`config.mk`:
```
export PLATFORM = sky130hd
export DESIGN_NAME = fixed_chunk_first_fit_allocator_core
export DESIGN_NICKNAME = d
export VERILOG_FILES = /design/src/rtl/ffa_pkg.sv /design/src/rtl/ffa_need.sv /design/src/rtl/ffa_store.sv /design/src/rtl/ffa_step.sv /design/src/rtl/fixed_chunk_first_fit_allocator_core.sv
export SDC_FILE = /design/constraint.sdc
export NUM_CORES = 2
export LEC_CHECK = 0
export BUFFER_PORTS_ARGS = -buffer_cell sky130_fd_sc_hd__buf_4
export CAP_MARGIN = 25
export CORE_ASPECT_RATIO = 0.5
export CORE_MARGIN = 2
export CORE_UTILIZATION = 45
export CTS_CLUSTER_SIZE = 25
export DETAILED_ROUTE_END_ITERATION = 12
export PLACE_DENSITY = 0.68
export SLEW_MARGIN = 20
export SYNTH_ARGS = -nofsm -noshare
export SYNTH_HDL_FRONTEND = slang
export SYNTH_HIERARCHICAL = 1
export SYNTH_SLANG_ARGS = --single-unit
export TNS_END_PERCENT = 1
```
`constraint.sdc`:
```
create_clock -name clk -period 9.4 [get_ports clk]
set_input_delay 2.35 -clock clk [delete_from_list [all_inputs] [get_ports clk]]
set_output_delay 2.35 -clock clk [all_outputs]
set_load 0.02 [all_outputs]
```
`src/rtl/ffa_pkg.sv`:
```
// Shared constants, widths and types of the first-fit chunk allocator.
// No dependencies; used by every module under rtl/.
`timescale 1ns / 1ps

package ffa_pkg;

	localparam int NUM_CHUNKS  = 256;
	localparam int CHUNK_BYTES = 33;

	localparam int IDX_W  = $clog2(NUM_CHUNKS);
	localparam int LEN_W  = IDX_W + 1;
	localparam int CFG_W  = 9;
	localparam int SIZE_W = 16;

	// largest chunk count a request can ask for
	localparam int MAX_NEED = ((2 ** SIZE_W) - 1 + CHUNK_BYTES - 1) / CHUNK_BYTES;
	localparam int NEED_W   = $clog2(MAX_NEED + 1);

	// reciprocal divide: floor(x / CHUNK_BYTES) = (x * DIV_K) >> DIV_S, exact for x < 2**DIV_N
	localparam int DIV_N   = SIZE_W + 1;
	localparam int DIV_S   = DIV_N + $clog2(CHUNK_BYTES) + 1;
	localparam longint DIV_K = ((64'd1 << DIV_S) + CHUNK_BYTES - 1) / CHUNK_BYTES;
	localparam int DIV_K_W = $clog2(DIV_K + 1);
	localparam int PROD_W  = DIV_N + DIV_K_W;

	localparam logic [CFG_W-1:0] POOL_RESET = CFG_W'(256);

	localparam logic CMD_ALLOC = 1'b0;
	localparam logic CMD_FREE  = 1'b1;

	// one request to the run-length store
	typedef struct packed {
		logic             rd_en;
		logic [IDX_W-1:0] rd_addr;
		logic             wr_en;
		logic             clr_en;
		logic [IDX_W-1:0] wr_addr;
		logic [LEN_W-1:0] wr_data;
	} store_req_t;

	// result of the shared scan step
	typedef struct packed {
		logic [LEN_W-1:0] next;
		logic             zero;
		logic             in_pool;
	} step_t;

endpackage

```
`src/rtl/ffa_need.sv`:
```
// Byte size to chunk count (round up) by reciprocal multiply, one registered stage.
// Depends on ffa_pkg.
`timescale 1ns / 1ps

module ffa_need (
	input  logic                       clk,
	input  logic                       en,
	input  logic [ffa_pkg::SIZE_W-1:0] size,
	output logic [ffa_pkg::NEED_W-1:0] need_q
);

	logic [ffa_pkg::DIV_N-1:0]  x;
	logic [ffa_pkg::PROD_W-1:0] prod;

	assign x    = ffa_pkg::DIV_N'(size) + ffa_pkg::DIV_N'(ffa_pkg::CHUNK_BYTES - 1);
	assign prod = ffa_pkg::PROD_W'(x) * ffa_pkg::PROD_W'(ffa_pkg::DIV_K);

	always_ff @(posedge clk) begin
		if (en) begin
			need_q <= prod[ffa_pkg::DIV_S +: ffa_pkg::NEED_W];
		end
	end

endmodule

```
`src/rtl/ffa_store.sv`:
```
// Run-length store: one memory with registered read, plus per-entry valid bits
// so that reset reads as all zero. Depends on ffa_pkg.
`timescale 1ns / 1ps

module ffa_store (
	input  logic                      clk,
	input  logic                      arst_n,
	input  ffa_pkg::store_req_t       req,
	output logic [ffa_pkg::LEN_W-1:0] rd_data_q
);

	logic [ffa_pkg::LEN_W-1:0]      mem [ffa_pkg::NUM_CHUNKS];
	logic [ffa_pkg::NUM_CHUNKS-1:0] valid_q;

	always_ff @(posedge clk) begin
		if (req.wr_en) begin
			mem[req.wr_addr] <= req.wr_data;
		end
		if (req.rd_en) begin
			rd_data_q <= valid_q[req.rd_addr] ? mem[req.rd_addr] : '0;
		end
	end

	always_ff @(posedge clk or negedge arst_n) begin
		if (!arst_n) begin
			valid_q <= '0;
		end else if (req.wr_en) begin
			valid_q[req.wr_addr] <= 1'b1;
		end else if (req.clr_en) begin
			valid_q[req.wr_addr] <= 1'b0;
		end
	end

endmodule

```
`src/rtl/ffa_step.sv`:
```
// Shared scan step: advance one chunk over a free entry or skip a used run,
// and test the position against the active pool. Depends on ffa_pkg.
`timescale 1ns / 1ps

module ffa_step (
	input  logic [ffa_pkg::LEN_W-1:0] cur,
	input  logic [ffa_pkg::LEN_W-1:0] len,
	input  logic [ffa_pkg::LEN_W-1:0] pool,
	output ffa_pkg::step_t            step
);

	always_comb begin
		step.zero    = (len == '0);
		step.in_pool = (cur < pool);
		step.next    = cur + (step.zero ? ffa_pkg::LEN_W'(1) : len);
	end

endmodule

```
`src/rtl/fixed_chunk_first_fit_allocator_core.sv`:
```
// First-fit allocator over a pool of fixed-size chunks: top level and sequencer.
// Depends on ffa_pkg, ffa_need, ffa_store and ffa_step.
`timescale 1ns / 1ps

// One request at a time. An allocate sizes the request and sets up, then
// the first-fit scan visits positions (a free chunk or a skipped run), then
// the hint search walks the positions after the new run, with one more step
// where either walk runs off the pool end, then the result is posted. The
// scan speed is set by the run-length store: its single read port feeds the
// next scan address through one shared step adder each cycle. A free reads
// the entry, updates it and posts the result. A request that fails (size 0,
// too large, no room) posts ok=0 with alloc_index 0 and leaves the pool as
// it was. in_ready is high only while the sequencer is idle; the result
// register lets the next request start while a result still waits on
// out_ready. cfg_ready is always high; a write changes only the pool size.
// It takes effect on the next request only if the user writes between
// requests; the block does not enforce this. The store needs no clearing pass after reset.

module fixed_chunk_first_fit_allocator_core (
	input  logic                       clk,
	input  logic                       arst_n,

	input  logic                       cfg_valid,
	output logic                       cfg_ready,
	input  logic [ffa_pkg::CFG_W-1:0]  cfg_data,

	input  logic                       in_valid,
	output logic                       in_ready,
	input  logic                       cmd,
	input  logic [ffa_pkg::SIZE_W-1:0] size_bytes,
	input  logic [ffa_pkg::IDX_W-1:0]  free_index,

	output logic                       out_valid,
	input  logic                       out_ready,
	output logic                       ok,
	output logic [ffa_pkg::IDX_W-1:0]  alloc_index,
	output logic                       pool_empty
);

	localparam logic [2:0] ST_IDLE  = 3'd0;
	localparam logic [2:0] ST_CHECK = 3'd1;
	localparam logic [2:0] ST_SCAN  = 3'd2;
	localparam logic [2:0] ST_HINT  = 3'd3;
	localparam logic [2:0] ST_FREE  = 3'd4;
	localparam logic [2:0] ST_RESP  = 3'd5;

	logic [2:0]                 state_q;
	logic [ffa_pkg::CFG_W-1:0]  pool_chunks_q;
	logic [ffa_pkg::LEN_W-1:0]  pool_act;
	logic [ffa_pkg::IDX_W-1:0]  hint_q;
	logic [ffa_pkg::LEN_W-1:0]  live_q;
	logic [ffa_pkg::LEN_W-1:0]  pos_q;     // scan position
	logic [ffa_pkg::LEN_W-1:0]  count_q;   // free chunks in the current run
	logic [ffa_pkg::IDX_W-1:0]  first_q;   // start of the current free run
	logic [ffa_pkg::IDX_W-1:0]  idx_q;     // free request index
	logic                       res_ok_q;
	logic [ffa_pkg::IDX_W-1:0]  res_idx_q;
	logic                       out_valid_q;
	logic                       ok_q;
	logic [ffa_pkg::IDX_W-1:0]  alloc_index_q;
	logic                       pool_empty_q;

	logic                       in_acc;
	logic                       resp_load;
	logic [ffa_pkg::NEED_W-1:0] need_q;
	logic [ffa_pkg::LEN_W-1:0]  rd_data;
	ffa_pkg::step_t             step;
	ffa_pkg::store_req_t        req;
	logic                       need_bad;
	logic                       run_done;
	logic [ffa_pkg::IDX_W-1:0]  run_start;
	logic                       free_hit;

	assign cfg_ready = 1'b1;
	assign in_ready  = (state_q == ST_IDLE);
	assign in_acc    = in_valid && in_ready;
	assign resp_load = (state_q == ST_RESP) && (!out_valid_q || out_ready);

	assign pool_act = (pool_chunks_q > ffa_pkg::CFG_W'(ffa_pkg::NUM_CHUNKS)) ?
		ffa_pkg::LEN_W'(ffa_pkg::NUM_CHUNKS) : ffa_pkg::LEN_W'(pool_chunks_q);

	// size 0 rounds to zero chunks
	assign need_bad  = (need_q == '0) || (need_q > ffa_pkg::NEED_W'(pool_act));
	assign run_start = (count_q == '0) ? pos_q[ffa_pkg::IDX_W-1:0] : first_q;
	assign run_done  = (ffa_pkg::NEED_W'(count_q + ffa_pkg::LEN_W'(1)) == need_q);
	assign free_hit  = (rd_data != '0) &&
		({1'b0, idx_q} < ffa_pkg::LEN_W'(ffa_pkg::NUM_CHUNKS));

	ffa_need u_need (
		.clk    (clk),
		.en     (in_acc),
		.size   (size_bytes),
		.need_q (need_q)
	);

	ffa_store u_store (
		.clk       (clk),
		.arst_n    (arst_n),
		.req       (req),
		.rd_data_q (rd_data)
	);

	ffa_step u_step (
		.cur  (pos_q),
		.len  (rd_data),
		.pool (pool_act),
		.step (step)
	);

	// store requests; each scan cycle reads the position the step unit picks
	always_comb begin
		req         = '0;
		req.wr_addr = run_start;
		req.wr_data = need_q[ffa_pkg::LEN_W-1:0];
		case (state_q)
			ST_IDLE: begin
				req.rd_en   = in_acc && (cmd == ffa_pkg::CMD_FREE);
				req.rd_addr = free_index;
			end
			ST_CHECK: begin
				req.rd_en   = !need_bad;
				req.rd_addr = hint_q;
			end
			ST_SCAN, ST_HINT: begin
				req.rd_en   = step.in_pool;
				req.rd_addr = step.next[ffa_pkg::IDX_W-1:0];
				req.wr_en   = (state_q == ST_SCAN) && step.in_pool && step.zero && run_done;
			end
			ST_FREE: begin
				req.clr_en  = free_hit;
				req.wr_addr = idx_q;
			end
			default: begin
				req = '0;
			end
		endcase
	end

	always_ff @(posedge clk or negedge arst_n) begin
		if (!arst_n) begin
			pool_chunks_q <= ffa_pkg::POOL_RESET;
		end else if (cfg_valid && cfg_ready) begin
			pool_chunks_q <= cfg_data;
		end
	end

	// sequencer and allocator state
	always_ff @(posedge clk or negedge arst_n) begin
		if (!arst_n) begin
			state_q <= ST_IDLE;
			hint_q  <= '0;
			live_q  <= '0;
		end else begin
			case (state_q)
				ST_IDLE: begin
					if (in_acc) begin
						state_q <= (cmd == ffa_pkg::CMD_FREE) ? ST_FREE : ST_CHECK;
					end
				end
				ST_CHECK: begin
					state_q <= need_bad ? ST_RESP : ST_SCAN;
				end
				ST_SCAN: begin
					if (!step.in_pool) begin
						state_q <= ST_RESP;
					end else if (step.zero && run_done) begin
						live_q  <= live_q + ffa_pkg::LEN_W'(1);
						state_q <= ST_HINT;
					end
				end
				ST_HINT: begin
					if (!step.in_pool) begin
						state_q <= ST_RESP;
					end else if (step.zero) begin
						hint_q  <= pos_q[ffa_pkg::IDX_W-1:0];
						state_q <= ST_RESP;
					end
				end
				ST_FREE: begin
					if (free_hit) begin
						if (live_q != '0) begin
							live_q <= live_q - ffa_pkg::LEN_W'(1);
						end
						if (idx_q < hint_q) begin
							hint_q <= idx_q;
						end
					end
					state_q <= ST_RESP;
				end
				ST_RESP: begin
					if (resp_load) begin
						state_q <= ST_IDLE;
					end
				end
				default: begin
					state_q <= ST_IDLE;
				end
			endcase
		end
	end

	// datapath registers of the scan and the pending result
	always_ff @(posedge clk) begin
		case (state_q)
			ST_IDLE: begin
				idx_q     <= free_index;
				res_ok_q  <= 1'b0;
				res_idx_q <= '0;
			end
			ST_CHECK: begin
				pos_q   <= {1'b0, hint_q};
				count_q <= '0;
			end
			ST_SCAN: begin
				pos_q <= step.next;
				if (step.in_pool && step.zero) begin
					first_q <= run_start;
					count_q <= count_q + ffa_pkg::LEN_W'(1);
					if (run_done) begin
						res_ok_q  <= 1'b1;
						res_idx_q <= run_start;
					end
				end else begin
					count_q <= '0;
				end
			end
			ST_HINT: begin
				if (!step.zero) begin
					pos_q <= step.next;
				end
			end
			ST_FREE: begin
				res_ok_q <= free_hit;
			end
			default: begin
				res_ok_q <= res_ok_q;
			end
		endcase
	end

	// result register
	always_ff @(posedge clk or negedge arst_n) begin
		if (!arst_n) begin
			out_valid_q <= 1'b0;
		end else if (resp_load) begin
			out_valid_q <= 1'b1;
		end else if (out_ready) begin
			out_valid_q <= 1'b0;
		end
	end

	always_ff @(posedge clk) begin
		if (resp_load) begin
			ok_q          <= res_ok_q;
			alloc_index_q <= res_idx_q;
			pool_empty_q  <= (live_q == '0);
		end
	end

	assign out_valid   = out_valid_q;
	assign ok          = ok_q;
	assign alloc_index = alloc_index_q;
	assign pool_empty  = pool_empty_q;

`ifndef SYNTHESIS
	// a request is worked alone: no second accept right after one
	a_one_at_a_time: assert property (@(posedge clk) disable iff (!arst_n)
		in_valid && in_ready |=> !in_ready)
		else $error("request accepted while another is in progress");

	// failed results never carry a start index
	a_fail_index_zero: assert property (@(posedge clk) disable iff (!arst_n)
		out_valid && !ok |-> alloc_index == '0)
		else $error("failed result with nonzero alloc_index");

	// the store is never written and cleared in one cycle
	a_store_single_update: assert property (@(posedge clk) disable iff (!arst_n)
		!(req.wr_en && req.clr_en))
		else $error("store write and clear collide");

	// a free run under construction never reaches the requested count
	a_count_below_need: assert property (@(posedge clk) disable iff (!arst_n)
		state_q == ST_SCAN |-> ffa_pkg::NEED_W'(count_q) < need_q)
		else $error("scan run count reached need without allocating");
`endif

endmodule

```
---- Yosys cells after proc, flatten, opt, wreduce, memory -nomap -nowiden ----
Memory sizes are Yosys's and may differ from the RTL's. A register that Yosys moved wholly into a read port is not among the register bits.
Index checks and enable logic that the tools add are counted.
W data, S select, Z words.
word-level totals
  register bits ........................... 350
  RAM bits ................................ 2304
  input bits .............................. 39
  output and inout bits ................... 13
  logic and storage cells ................. 139
  memories kept ........................... 1
memories
  name         words  bits a word  rd ports  clocked after memory_dff  write ports  RTL line         source
  u_store.mem  256    9            1         1                         1            ffa_store.sv:12  logic [ffa_pkg::LEN_W-1:0] mem [ffa_pkg::NUM_CHUNKS];
cells by class
  add/sub/neg operators ................... 6
  $mul .................................... 1
  $lt $le $gt $ge ......................... 7
  equal/unequal tests ..................... 20
  multiplexer cells ....................... 46
  bitwise operators ....................... 3
  reductions and logical operators ........ 39
operator list
  operator                  count
  $mux W256                 2
  $and A256 B256 Y256       1
  $not A256 Y256            1
  $or A256 B256 Y256        1
  $mux W9                   9
  $mux W8                   7
  $pmux W9 S2               3
  $pmux W9 S3               2
  $mul A17 B19 Y35 const B  1
  $pmux W8 S2               2
  $logic_not A9 Y1          3
  $mux W3                   8
  $add A9 B1 Y9 const B     2
  $lt A8 B9 Y1 const B      2
  $ne A2 B2 Y1 const B      9
  $pmux W3 S6               1
  $reduce_bool A9 Y1        2
  $add A16 B6 Y17 const B   1
  $reduce_bool A2 Y1        6
  $eq A10 B11 Y1            1
  $gt A11 B9 Y1             1
  $logic_not A11 Y1         1
  $add A9 B1 Y10 const B    1
  $reduce_and A5 Y1         2
  27 further kinds          53

---- Logic depth before layout (Yosys ltp) ----
  word-level depth ........................ 11
  mapped depth ............................ 25
  gate-level depth less buffers ........... 24

---- By module ----
The synthesis kept the hierarchy.
by module, submodules not included
  module                                times used  cells an instance  area an instance (um^2)  sequential area each (um^2)
  ffa_store                             1           5577               102762.3                 75862.8
  ffa_need                              1           575                5305.1                   330.3
  fixed_chunk_first_fit_allocator_core  1           468                4823.4                   2343.5
  ffa_step                              1           81                 595.6                    0.0

---- Least setup slack after synthesis ----
OpenSTA, ideal clock, no wires.
  path kind ............................... input to register
  start ................................... in size_bytes[7] in the netlist's numbering
  end ..................................... reg u_need/need_q[9] in the netlist's numbering (data pin)
  setup time .............................. 0.274 ns
  arrival time ............................ 8.201 ns
  required time ........................... 9.126 ns
  slack ................................... 0.925 ns
  stages on the path ...................... 23
  buffers on the path ..................... 1
  path through ............................ clkbuf_1 -> nand4_1 -> nor2_1 -> nand2_1 -> xnor2_1 -> inv_1 -> fa_1 -> inv_1 -> fa_1 -> fa_1 -> fa_1 -> inv_1 -> fa_1 -> inv_1 -> fa_1 -> inv_1 -> ha_1 -> nand4_2 -> nor3_1 -> nand3_1 -> o221ai_2 -> mux2_4 -> o2111ai_2
on the way
  longest elaborated chain between the ends .. 2
ends and longest elaborated chain
  item                      RTL line                                    source
  start, declared           fixed_chunk_first_fit_allocator_core.sv:30  input logic [ffa_pkg::SIZE_W-1:0] size_bytes,
  $add A16 B6 Y17           ffa_need.sv:15                              assign x = ffa_pkg::DIV_N'(size) + ffa_pkg::DIV_N'(ffa_pkg::CHUNK_BYTES - 1);
  $mul A17 B19 Y35          ffa_need.sv:16                              assign prod = ffa_pkg::PROD_W'(x) * ffa_pkg::PROD_W'(ffa_pkg::DIV_K);
  net u_need.prod, one bit  ffa_need.sv:13                              logic [ffa_pkg::PROD_W-1:0] prod;
  end signal, assigned      ffa_need.sv:20                              need_q <= prod[ffa_pkg::DIV_S +: ffa_pkg::NEED_W];
  end, declared             ffa_need.sv:9                               output logic [ffa_pkg::NEED_W-1:0] need_q
The timed path passes the listed nets, and every way through them passes these cells.
A chain may end at the register's enable or synchronous reset.

---- Final worst setup path ----
Same ends and word-level chain as after synthesis.

==> results <==
- The run finished with clean final reports.
- The number of global-route vias before repair came to ~62000.
- The final clock skew is 0.0680 ns.
- The share of total power consumed by net switching is around two fifths.
- From left edge to right edge, the die measures between 700 and 800 um.
- The synthesized design contains 2377 enable-type register cells.
- The final setup slack of the worst path is around 1.3 ns.
- Among all flip-flop cells after synthesis, the most frequent one is edfxtp_1.
- When the netlist entered floorplanning its net count stood at between 6000 and 7000.
- The placement row count is 130.
- The count of endpoints failing setup in the final report is 0.
- The first-pass GRT wire length is between 400000 and 500000 um.
- In the final routed layout, each cell accounts on average for 30.8 um.
- The beginning of the critical path is size_bytes[7].
- At the later pin of the worst-skew pair, clock insertion delay measures a little over 0.9 ns.
- Of all flip-flops after synthesis, the portion carrying an async set or reset was between 10 and 15%.
- Counting along the longest clock path gives a buffer depth of 4.
- In this run, post-CTS hold repair placed 0 buffers.
- The worst hold path begins at res_idx_q[6].
- Summed over all layers, the global routing overflow is 0.
- The maximum level of the CTS H-tree is 4.
- The count of state elements after synthesis is 2663.
- Across the VDD grid, the largest voltage drop is approximately 0.29 mV.
- Along the worst path, the maximum fanout reaches 7.
- For this design the total switching power over the nets is around 16000 uW.
- The synthesized design devotes to its leading area cell type approximately 63% of total area.
- During synthesis, Yosys emitted a total of 6 warnings.
- The end-of-flow core utilization is between 40 and 50%.
- The total power per unit cell area is between 300 and 400 nW/um^2.
- The count of nets left with antenna violations once routing finished came out at 0.
- The largest area contributor in the netlist is edfxtp_1.
- The area growth from synthesis to layout is 10.4%.
- The netlist uses around 110 different library cells.
- Measured against its own limit, the worst slew margin works out to 12.6%.
- For this block, the initial DRC count from the detailed router was approximately 9400.
- Setup repair after global routing left no endpoint under its margin.
- Clock tree synthesis selected as its root buffer the cell clkbuf_16.
- For this design the top-level I/O count stands at 52.
- The number of max-slew violations in the final report came to 0.
- The class of the worst hold path is flop to flop.
- The layout net count is a little over 7000.
- The worst flop-to-flop path startpoint is u_store/rd_data_q[1].
- Once detailed placement completed, the half-perimeter wirelength came to 199000 um.
- On the critical path the largest part of the delay comes from adder cells.
- The vertical extent of the die is about 360 um.
- The portion of the clock cycle consumed by the worst path in the final layout is between 80% and 90%.
- The count of endpoints failing hold in the final timing report was 0.
- Sorting the synthesized cells by area gives the leading types as edfxtp_1 (63%), mux4_2 (8.5%), dfrtp_1 (6.3%).
- The share of power burned in the clock network is a little under a quarter.
- The combinational fraction of design power is 39.8%.
- The slew of the pin with the lowest slew margin is 1.30 ns.
- The cell repeated most along the worst path is fa_1.
- Traced cell by cell, the critical path runs through buf_4, nand4_1, nor2_1, and4_1, xor2_1, fa_1, inv_1, fa_1, fa_1, fa_1, inv_1, fa_1, inv_1, fa_1, inv_1, ha_1, nand4_2, nor3_1, nand3_1, o221ai_2, mux2_4, o2111ai_2.
- The slowest cell on the critical path is fa_1.
- The sequential element share of the synthesized area is about 69%.
- The post-synthesis instance total is ~6700.
- The static leakage is approximately 0.042 uW.
- The count of buffers added by post-CTS timing repair for setup is 0.
- The startpoint kind of the worst setup timing path is an input pin.
- The sum of routed wire length over all layers is roughly 320000 um.
- The data arrival time of the critical path is 8.66 ns.
- The floorplan step defined a core boundary enclosing ~250000 sq um.
- The clock drives around 2700 sinks.
- The worst setup path is captured at a flop.
- The count of max-cap constraint violations is 0.
- Timing analysis after detailed placement gives a worst setup slack of 0.402 ns.
- The DRC violation count after routing is 0.
- The aggregate global-route resource usage is 24.4%.
- The total design power is 41700 uW.
- The number of antenna violations at the first check in global routing came to 20.
- The routed design could run at a clock period as short as between 8 and 9 ns.
- Before antenna repair, the detailed router went through 7 iterations.
- On the final layout, the worst hold slack is 0.419 ns.
- Registers are responsible for about 37% of the overall power.
- Once the clock tree was built, the resizer swapped 0 gates to a different size.
- Across all layers, the routed design uses roughly 65000 vias.
- The weighted congestion at the end of routability-driven global placement is around 0.89.
- The maximum number of pins on one net before global-route repair is a little over 200.
- The post-synthesis area per instance is 16.9 sq um.
- The count of buffers added on input and output ports is 50.
- The maximum operating frequency is around 0.12 GHz.
- The peak per-stage delay on the critical path is about 0.61 ns.
- The share of post-route cells with drive strength above 1 is between 10% and 20%.
- STA puts the critical path data required time at around 10 ns.
- In this run, CTS created clock tree buffers numbering around 240.
- Yosys instantiated no cell more often than edfxtp_1.
- Internal power comes to about 26000 uW.
- The synthesized netlist occupies a cell area of around 110000 sq um.
- Together, buffers and inverters on the worst path number 5.
- The floorplan die area is between 200000 and 300000 sq um.
- The TritonCTS clock tree is yes.
- The clock slew seen by the registers of the worst setup and hold paths is approximately 0.060 ns.
- The effective utilization at floorplan is a little under half.
- Using the TritonRoute via totals, the vias-per-cell ratio works out to 6.28.
- The critical path in this run is classified as input pin to flop.
- By count the netlist is led by edfxtp_1 (2377), o21ai_0 (592), mux4_2 (427).
- For the final routed database, the setup TNS stands at 0 ns.
-- stage by stage --
step	instance area (sq um)	instances
after floorplan	113000	6701
after global placement	117000	9842
after detailed placement	117000	9864
after CTS	125000	10305
after global routing	125000	10337
final	125000	10350
-- layer usage --
metal	wire [um]	share of wire [%]	vias up	GRT usage [%]
met4	11100	3.5	20	7.78
met5	618	0.19	-	1.35
li1	-	-	26563	-
met3	40900	13	669	7.17
met2	141000	44	3986	36.2
met1	126000	39	33754	34.8
-- registers in the layout (all words and copies together), names as in the netlist, named ones only --
register           cells
u_store/mem         2304
pos_q                  9
count_q                9
u_store/rd_data_q      9
pool_chunks_q          9
live_q                 9
state_q                3
alloc_index            8
res_ok_q               1
ok                     1
idx_q                  8
res_idx_q              8
pool_empty             1
first_q                8
u_need/need_q         11
out_valid              1
hint_q                 8
-- area by class of cell --
type                       count  area [sq um]
inverter                     234           891
timing repair buffer         270          2390
clock inverter               146          1450
fill                       20413        126000
antenna                       13          32.5
tap                         3366          4210
sequential                  2663         78500
multi-input combinational   3363         31500
clock buffer                 295          6280
-- layout by cell type, fill, tap and decap left out, types with 22 or more instances in the layout --
master	instances
edfxtp_1	2377
o21ai_0	592
mux4_2	427
nor2_1	361
mux2i_1	356
dfrtp_1	285
nand2_1	266
clkbuf_16	242
buf_4	235
inv_1	228
a21oi_1	166
ha_1	155
o221ai_1	118
fa_1	86
nand3_1	71
o22ai_1	69
nor3_1	64
clkinv_1	61
mux4_1	54
clkbuf_1	50
clkinv_2	49
mux2_2	39
xnor2_1	35
a22oi_1	33
bufinv_16	29
a211oi_1	26
nor2b_1	23
a221oi_1	23
a31oi_1	22
-- power by group through the flow --
stage / logic [uW] / registers, uW / clock network (uW)
floorplan: 10300 / 15800 / 0
global placement: 16100 / 15500 / 0
detailed placement: 16200 / 15500 / 0
CTS: 16300 / 15200 / 9960
global route: 17400 / 15200 / 10400
finish: 16600 / 15200 / 9870
-- cells by family (layout without fill, tap and decap cells) --
family,Yosys count,count (layout),share of synthesized area [%]
flops,2663,2663,69.2
simple gates,973,973,3.86
mux,881,881,13.3
other cells,1,14,0.00330
compound gates,1209,1209,6.58
fa+ha+maj,241,241,3.23
xor+xnor,58,58,0.472
buf+inv,675,945,3.32
-- path summary, 6_finish.rpt --
| path | end | slack, ns | depth (start not counted) |
|---|---|---|---|
| worst max-delay path | u_need/need_q[9] | 1.32 | 22 |
| worst min-delay path | alloc_index[6] | 0.42 | 0 |
| worst max register to register | u_store/rd_data_q[7] | 2.59 | 17 |
| worst min register to register | alloc_index[6] | 0.42 | 0 |
| max in group asynchronous | asynchronous set/reset pin | 6.55 | 3 |
| min in group asynchronous | pool_chunks_q[2] | 1.46 | 1 |
Power figures use the tool's default switching activity.
